--- src/lps_pkg.sv ---
// ---------------------------------------------------------------------------
// lps_pkg
// shared types and constants for the line pixel stepper
// ---------------------------------------------------------------------------
package lps_pkg;

   localparam int CoordBits = 12;
   localparam int ErrBits   = CoordBits + 1;

   typedef logic signed [CoordBits-1:0] coord_type;
   typedef logic        [CoordBits-1:0] len_type;
   typedef logic        [ErrBits-1:0]   err_type;

   typedef enum logic {
      OP_START   = 1'b0,
      OP_ADVANCE = 1'b1
   } op_type;

   typedef enum logic [1:0] {
      MINOR_HOLD = 2'b00,
      MINOR_UP   = 2'b01,
      MINOR_DOWN = 2'b11
   } minor_dir_type;

   typedef struct packed {
      op_type    op;
      coord_type start_x;
      coord_type start_y;
      coord_type end_x;
      coord_type end_y;
   } req_item_type;

   typedef struct packed {
      logic      pixel_valid;
      coord_type pixel_x;
      coord_type pixel_y;
      logic      last_pixel;
   } rsp_item_type;

endpackage

--- src/line_pixel_stepper_top.sv ---
// ---------------------------------------------------------------------------
// line_pixel_stepper_top
// an accepted item passes the input register, then the result register
// throughput: one item per cycle while the result side does not stall; the step is one add, one compare, one subtract
// req_stall rises only while both registers are full and rsp_stall is high
// reset (synchronous, active high) empties both registers and idles the stepper
// each item gives exactly one result; pixel fields are zero when no pixel
// ---------------------------------------------------------------------------
module line_pixel_stepper_top (
   input  logic                  clock,
   input  logic                  reset,
   input  logic                  req_valid,
   output logic                  req_stall,
   input  lps_pkg::req_item_type req_item,
   output logic                  rsp_valid,
   input  logic                  rsp_stall,
   output lps_pkg::rsp_item_type rsp_item
);
   import lps_pkg::*;

   // input register
   logic         s1_valid_ff, s1_valid_in;
   req_item_type s1_item_ff,  s1_item_in;

   // result register
   logic         rsp_valid_ff, rsp_valid_in;
   rsp_item_type rsp_item_ff,  rsp_item_in;

   // stepper state
   logic          active_ff,     active_in;
   coord_type     cur_major_ff,  cur_major_in;
   coord_type     cur_minor_ff,  cur_minor_in;
   coord_type     stop_major_ff, stop_major_in;
   logic          major_dir_ff,  major_dir_in;
   minor_dir_type minor_dir_ff,  minor_dir_in;
   len_type       major_len_ff,  major_len_in;
   len_type       minor_len_ff,  minor_len_in;
   err_type       error_acc_ff,  error_acc_in;
   logic          y_major_ff,    y_major_in;

   logic          s1_advance;
   logic          is_start;
   err_type       diff_x, diff_y, neg_x, neg_y;
   len_type       len_x, len_y;
   logic          reject;
   logic          x_major;
   coord_type     ld_mi0, ld_mi1;

   logic          eff_active;
   coord_type     eff_major, eff_minor, eff_stop;
   logic          eff_major_dir;
   minor_dir_type eff_minor_dir;
   len_type       eff_major_len, eff_minor_len;
   err_type       eff_err;
   logic          eff_y_major;

   err_type       err_sum, err_thresh;
   logic          minor_step;
   coord_type     minor_inc;
   coord_type     next_major, next_minor;
   err_type       next_err;
   logic          last;

   assign s1_advance = s1_valid_ff && (!rsp_valid_ff || !rsp_stall);
   assign req_stall  = s1_valid_ff && !s1_advance;
   assign rsp_valid  = rsp_valid_ff;
   assign rsp_item   = rsp_item_ff;

   always_comb begin
      is_start = (s1_item_ff.op == OP_START);

      // segment setup
      diff_x = {s1_item_ff.start_x[CoordBits-1], s1_item_ff.start_x}
             - {s1_item_ff.end_x[CoordBits-1], s1_item_ff.end_x};
      diff_y = {s1_item_ff.start_y[CoordBits-1], s1_item_ff.start_y}
             - {s1_item_ff.end_y[CoordBits-1], s1_item_ff.end_y};
      neg_x  = ErrBits'(0) - diff_x;
      neg_y  = ErrBits'(0) - diff_y;
      len_x  = diff_x[ErrBits-1] ? neg_x[CoordBits-1:0] : diff_x[CoordBits-1:0];
      len_y  = diff_y[ErrBits-1] ? neg_y[CoordBits-1:0] : diff_y[CoordBits-1:0];
      reject = (s1_item_ff.start_x[CoordBits-1] && s1_item_ff.end_x[CoordBits-1])
            || (len_x == '0 && len_y == '0);
      x_major = (len_x > len_y);

      if (is_start) begin
         eff_active = !reject;
         eff_err    = '0;
         if (x_major) begin
            eff_y_major   = 1'b0;
            eff_major     = s1_item_ff.start_x;
            eff_stop      = s1_item_ff.end_x;
            eff_major_dir = ($signed(s1_item_ff.end_x) < $signed(s1_item_ff.start_x));
            eff_major_len = len_x;
            eff_minor_len = len_y;
            ld_mi0        = s1_item_ff.start_y;
            ld_mi1        = s1_item_ff.end_y;
         end else begin
            eff_y_major   = 1'b1;
            eff_major     = s1_item_ff.start_y;
            eff_stop      = s1_item_ff.end_y;
            eff_major_dir = ($signed(s1_item_ff.end_y) < $signed(s1_item_ff.start_y));
            eff_major_len = len_y;
            eff_minor_len = len_x;
            ld_mi0        = s1_item_ff.start_x;
            ld_mi1        = s1_item_ff.end_x;
         end
         eff_minor = ld_mi0;
         if ($signed(ld_mi1) > $signed(ld_mi0)) begin
            eff_minor_dir = MINOR_UP;
         end else if ($signed(ld_mi1) < $signed(ld_mi0)) begin
            eff_minor_dir = MINOR_DOWN;
         end else begin
            eff_minor_dir = MINOR_HOLD;
         end
      end else begin
         eff_active    = active_ff;
         eff_err       = error_acc_ff;
         eff_y_major   = y_major_ff;
         eff_major     = cur_major_ff;
         eff_stop      = stop_major_ff;
         eff_major_dir = major_dir_ff;
         eff_major_len = major_len_ff;
         eff_minor_len = minor_len_ff;
         eff_minor     = cur_minor_ff;
         eff_minor_dir = minor_dir_ff;
         ld_mi0        = '0;
         ld_mi1        = '0;
      end

      // one pixel step
      err_sum    = eff_err + {1'b0, eff_minor_len} + ErrBits'(1);
      err_thresh = {1'b0, eff_major_len} + ErrBits'(1);
      minor_step = (err_sum >= err_thresh);
      case (eff_minor_dir)
         MINOR_UP:   minor_inc = CoordBits'(1);
         MINOR_DOWN: minor_inc = '1;
         default:    minor_inc = '0;
      endcase
      next_minor = minor_step ? eff_minor + minor_inc : eff_minor;
      next_err   = minor_step ? err_sum - err_thresh : err_sum;
      next_major = eff_major_dir ? eff_major - CoordBits'(1) : eff_major + CoordBits'(1);
      last       = (next_major == eff_stop);

      // result
      rsp_item_in.pixel_valid = eff_active;
      rsp_item_in.pixel_x     = '0;
      rsp_item_in.pixel_y     = '0;
      rsp_item_in.last_pixel  = 1'b0;
      if (eff_active) begin
         rsp_item_in.pixel_x    = eff_y_major ? eff_minor : eff_major;
         rsp_item_in.pixel_y    = eff_y_major ? eff_major : eff_minor;
         rsp_item_in.last_pixel = last;
      end

      // next state
      active_in     = active_ff;
      cur_major_in  = cur_major_ff;
      cur_minor_in  = cur_minor_ff;
      stop_major_in = stop_major_ff;
      major_dir_in  = major_dir_ff;
      minor_dir_in  = minor_dir_ff;
      major_len_in  = major_len_ff;
      minor_len_in  = minor_len_ff;
      error_acc_in  = error_acc_ff;
      y_major_in    = y_major_ff;
      if (s1_advance) begin
         if (eff_active) begin
            active_in     = !last;
            cur_major_in  = next_major;
            cur_minor_in  = next_minor;
            stop_major_in = eff_stop;
            major_dir_in  = eff_major_dir;
            minor_dir_in  = eff_minor_dir;
            major_len_in  = eff_major_len;
            minor_len_in  = eff_minor_len;
            error_acc_in  = next_err;
            y_major_in    = eff_y_major;
         end else if (is_start) begin
            active_in = 1'b0;
         end
      end

      // handshake registers
      s1_valid_in = s1_valid_ff;
      if (s1_advance) begin
         s1_valid_in = 1'b0;
      end
      if (req_valid && !req_stall) begin
         s1_valid_in = 1'b1;
      end
      s1_item_in = (req_valid && !req_stall) ? req_item : s1_item_ff;

      rsp_valid_in = rsp_valid_ff && rsp_stall;
      if (s1_advance) begin
         rsp_valid_in = 1'b1;
      end
   end

   always_ff @(posedge clock) begin
      if (reset) begin
         s1_valid_ff   <= 1'b0;
         rsp_valid_ff  <= 1'b0;
         active_ff     <= 1'b0;
         cur_major_ff  <= '0;
         cur_minor_ff  <= '0;
         stop_major_ff <= '0;
         major_dir_ff  <= 1'b0;
         minor_dir_ff  <= MINOR_HOLD;
         major_len_ff  <= '0;
         minor_len_ff  <= '0;
         error_acc_ff  <= '0;
         y_major_ff    <= 1'b0;
      end else begin
         s1_valid_ff   <= s1_valid_in;
         rsp_valid_ff  <= rsp_valid_in;
         active_ff     <= active_in;
         cur_major_ff  <= cur_major_in;
         cur_minor_ff  <= cur_minor_in;
         stop_major_ff <= stop_major_in;
         major_dir_ff  <= major_dir_in;
         minor_dir_ff  <= minor_dir_in;
         major_len_ff  <= major_len_in;
         minor_len_ff  <= minor_len_in;
         error_acc_ff  <= error_acc_in;
         y_major_ff    <= y_major_in;
      end
      s1_item_ff <= s1_item_in;
      if (s1_advance) begin
         rsp_item_ff <= rsp_item_in;
      end
   end

   // error stays below the wrap point while a segment runs
   a_err_bound: assert property (@(posedge clock) disable iff (reset)
      active_ff |-> (error_acc_ff <= {1'b0, major_len_ff}))
      else $error("error accumulator out of range");

   // a result without a pixel carries zero fields
   a_empty_zero: assert property (@(posedge clock) disable iff (reset)
      (rsp_valid_ff && !rsp_item_ff.pixel_valid) |->
         (rsp_item_ff.pixel_x == '0 && rsp_item_ff.pixel_y == '0
          && !rsp_item_ff.last_pixel))
      else $error("empty result has nonzero fields");

   // the last pixel idles the stepper
   a_last_idles: assert property (@(posedge clock) disable iff (reset)
      (s1_advance && eff_active && last) |=> !active_ff)
      else $error("stepper still active after last pixel");

   // input side stalls only behind a full, stalled result register
   a_stall_cause: assert property (@(posedge clock) disable iff (reset)
      req_stall |-> (s1_valid_ff && rsp_valid_ff && rsp_stall))
      else $error("input stalled without cause");

   // a moved item always lands in the result register
   a_rsp_load: assert property (@(posedge clock) disable iff (reset)
      s1_advance |=> rsp_valid_ff)
      else $error("result lost");

endmodule

--- config.mk ---
export PLATFORM = sky130hd
export DESIGN_NAME = line_pixel_stepper_top
export DESIGN_NICKNAME = d
export VERILOG_FILES = /design/src/lps_pkg.sv /design/src/line_pixel_stepper_top.sv
export SDC_FILE = /design/constraint.sdc
export NUM_CORES = 1
export LEC_CHECK = 0
export BUFFER_PORTS_ARGS = -buffer_cell sky130_fd_sc_hd__buf_2
export CAP_MARGIN = 20
export CORE_MARGIN = 2
export CORE_UTILIZATION = 45
export DETAILED_ROUTE_END_ITERATION = 8
export PLACE_DENSITY_LB_ADDON = 0.2
export SETUP_SLACK_MARGIN = 0.5
export SLEW_MARGIN = 25
export SYNTH_ARGS = -nofsm -noshare
export SYNTH_HDL_FRONTEND = slang
export SYNTH_SLANG_ARGS = --single-unit
--- constraint.sdc ---
create_clock -name clock -period 11 [get_ports clock]
set_clock_uncertainty 0.2 [all_clocks]
set_input_delay 1.65 -clock clock [delete_from_list [all_inputs] [get_ports clock]]
set_output_delay 1.65 -clock clock [all_outputs]
set_load 0.02 [all_outputs]
==> flow_summary_export.csv <==
group,metric,value,unit
status,status,"finished clean",
routing,wl_per_cell,20.06,um
routing,dr.pass1.iters,5,
clock_tree,clk_latency,460,ps
place,gp_congestion,0.9689,
clock_tree,cts_tree,"yes",
pwr,p_leak,5.874,nW
clock_tree,root_buffer,"clkbuf_16",
floorplan,die_w,173.3,um
synthesis,synth.avg_cell_area,8.311,sq um
clock_tree,hold_buffers,0,
timing,finalHoldViolations,0,
synthesis,synthFlopType,"dfxtp_1",
worst_setup_path,rr_startpoint,"s1_item_ff[36]",
timing,relSlewSlack,31.28,%
cells_and_area,fill_cells,2699,
worst_setup_path,arrival,10180,ps
pwr,peakVddDrop,0.1360,mV
synthesis,synth_edf_count,75,
cells_and_area,mostFrequentLayoutCells,"nor2_1, nand2_1, ha_1",
timing,min_period,10010,ps
cells_and_area,area_growth,11.62,%
floorplan,start_util,46.05,%
cells_and_area,drive_gt1_share,12.66,%
global_routing,grt_pass1_wl,61.58,mm
routing,vias_per_cell,5.821,
worst_setup_path,path_max_fanout,5,
floorplan,io_pins,81,
clock_tree,clk_pin_slew,70,ps
global_routing,gr-total-overflow,0,
cells_and_area,multi_input_area,8441,sq um
timing,grt_setup_unrepaired,"false",
routing,drc,0,
worst_setup_path,crit_path_start,"s1_item_ff[36]",
cells_and_area,diodes,0,
synthesis,synth-seq-area-share,29.88,%
timing,finalCritPeriodShare,91.04,%
timing,max_freq,99.85,MHz
worst_setup_path,cpPeakStageDelay,560,ps
routing,ant_nets,0,
worst_setup_path,crit_slowest_cell,"a2111oi_0",
floorplan,die_area,30030,sq um
worst_setup_path,end_kind,"flip-flop",
cells_and_area,finish.net_count,1764,
global_routing,grtUsageTotal,26.39,%
clock_tree,numCtsBuffers,17,
floorplan,dieHeight,173.3,um
cells_and_area,regArea,3854,sq um
clock_tree,h-tree-depth,4,
synthesis,netlist_area,12900,sq um
cells_and_area,final_cells,1997,
worst_setup_path,path_common_cell,"a21oi_1",
pwr,cellPowerDensity,254.8,nW/um^2
place,dpl_worst_slack,527.3,ps
synthesis,ys.warnings.count,0,
timing,drv_slew,0,
routing,drt_iter0_markers,881,
clock_tree,clock_sinks,155,
worst_setup_path,cp-start-kind,"flip-flop",
worst_setup_path,cp.required,11160,ps
worst_setup_path,path_class,"reg -> reg",
global_routing,grt_pass1_vias,11083,
global_routing,grt_max_degree,82,
place,hpwl,30.39,mm
global_routing,antenna_found_initial,0,
pwr,finalPower,3.668,mW
routing,wirelength,40.06,mm
synthesis,ys_types,95,
routing,num_vias,11625,
floorplan,num_rows,61,
timing,layout_setup_ws,985.3,ps
floorplan,core,28010,sq um
cells_and_area,final_common_cell,"nor2_1",
hold_path,hold_class,"reg -> reg",
timing,tns,0,ps
timing,worstMarginPinSlew,1031,ps
synthesis,syn-num-nets,1710,
synthesis,synthCells,1552,
synthesis,ys_seq_elements,155,
clock_tree,cts_buffer_depth,2,
place,dp.cells,1952,
synthesis,ys_async_sr_fraction,0,%
hold_path,min-delay-start,"error_acc_ff[1]",
timing,setup_viol,0,
flow_run,cap_violations,0,
place,numPortBuffers,80,
## report_power, final
group | internal, mW | leakage (nW) | switching, mW | total, mW
clock network | 0.320 | 0.286 | 0.282 | 0.603
logic | 0.970 | 4.21 | 1.40 | 2.37
registers | 0.654 | 1.38 | 0.0395 | 0.694
## timing repair
action                                  4_1_cts  5_1_grt
resized for setup                             0       25
pin swaps                                     1        3
setup buffers                                 2       10
cloned                                        0        0
endpoints found under the setup margin        1       25
## cell usage after synthesis (10+ instances only)
cell | number | area share [%]
xnor2_1 | 59 | 4.0
a21o_1 | 21 | 1.2
a211oi_1 | 72 | 4.2
nor2_1 | 198 | 5.8
and2_1 | 17 | 0.82
nand4_1 | 24 | 1.2
or3_1 | 10 | 0.49
edfxtp_1 | 75 | 17
ha_1 | 99 | 9.6
inv_1 | 86 | 2.5
mux2i_1 | 83 | 6.4
buf_2 | 14 | 0.54
a21oi_1 | 100 | 3.9
clkbuf_1 | 56 | 1.6
nand2b_1 | 16 | 0.78
o211ai_1 | 10 | 0.58
o21bai_1 | 15 | 0.87
nand2_1 | 156 | 4.5
dfxtp_1 | 80 | 12
nor2b_1 | 16 | 0.78
xor2_1 | 28 | 1.9
o21ai_0 | 89 | 3.5
nor3_1 | 40 | 1.6
nand3_1 | 16 | 0.62
## stage by stage
stage	cell area [sq um]	hold WS (ps)	utilization (%)
after floorplan	12900	227.3	-
after global placement	13610	235.6	48.60
after detailed placement	13610	244.8	48.60
after CTS	14200	252.5	50.71
after global routing	14400	280.9	51.40
final	14400	250.1	51.40
## registers in the layout, summed over array words and instances, names as in the netlist, 2 cells and up
name / count
rsp_item: 26
cur_minor_ff: 12
minor_dir_ff: 2
s1_item_ff: 49
stop_major_ff: 12
minor_len_ff: 12
error_acc_ff: 13
cur_major_ff: 12
major_len_ff: 12
## cells by family after synthesis
group / synth area share, %
AO/OA/AOI/OAI: 20.92
XOR/XNOR: 6.431
adder cells (fa/ha/maj): 10.53
buffers and inverters: 5.287
flip-flops: 29.88
multiplexers: 7.139
AND/OR/NAND/NOR: 19.81
## layer usage
metal | track usage (%) | vias up | share of wire (%) | wire (um)
met1 | 33.05 | 5480 | 43 | 17030
met2 | 44.58 | 366 | 48 | 19250
met5 | 0 | - | 0 | 0
met3 | 4.364 | 84 | 5.3 | 2141
met4 | 11.97 | 0 | 4.1 | 1637
li1 | - | 5695 | - | -
## layout make-up
type / instances / area share, %
multi-input combinational: 1229 / 58.63
sequential: 155 / 26.77
timing repair buffer: 117 / 5.075
tap: 378 / 3.285
clock buffer: 17 / 2.955
inverter: 86 / 2.242
clock inverter: 15 / 1.052
## final timing paths
kind	endpoint	slack, ps	cells past startpoint
min reg2reg	error_acc_ff[1]	250	2
max	cur_minor_ff[11]	990	43
max reg2reg	cur_minor_ff[11]	990	43
min	error_acc_ff[1]	250	2
## worst max-delay path, delay by kind of cell, from the launching register on
kind | cells | cell delay (ps)
compound gates | 18 | 3790
simple gates | 11 | 1860
fa+ha+maj | 5 | 1660
mux | 3 | 820
xor+xnor | 2 | 690
buf+inv | 4 | 460
flops | 1 | 410
No activity file was read; power rests on OpenSTA's default activity.
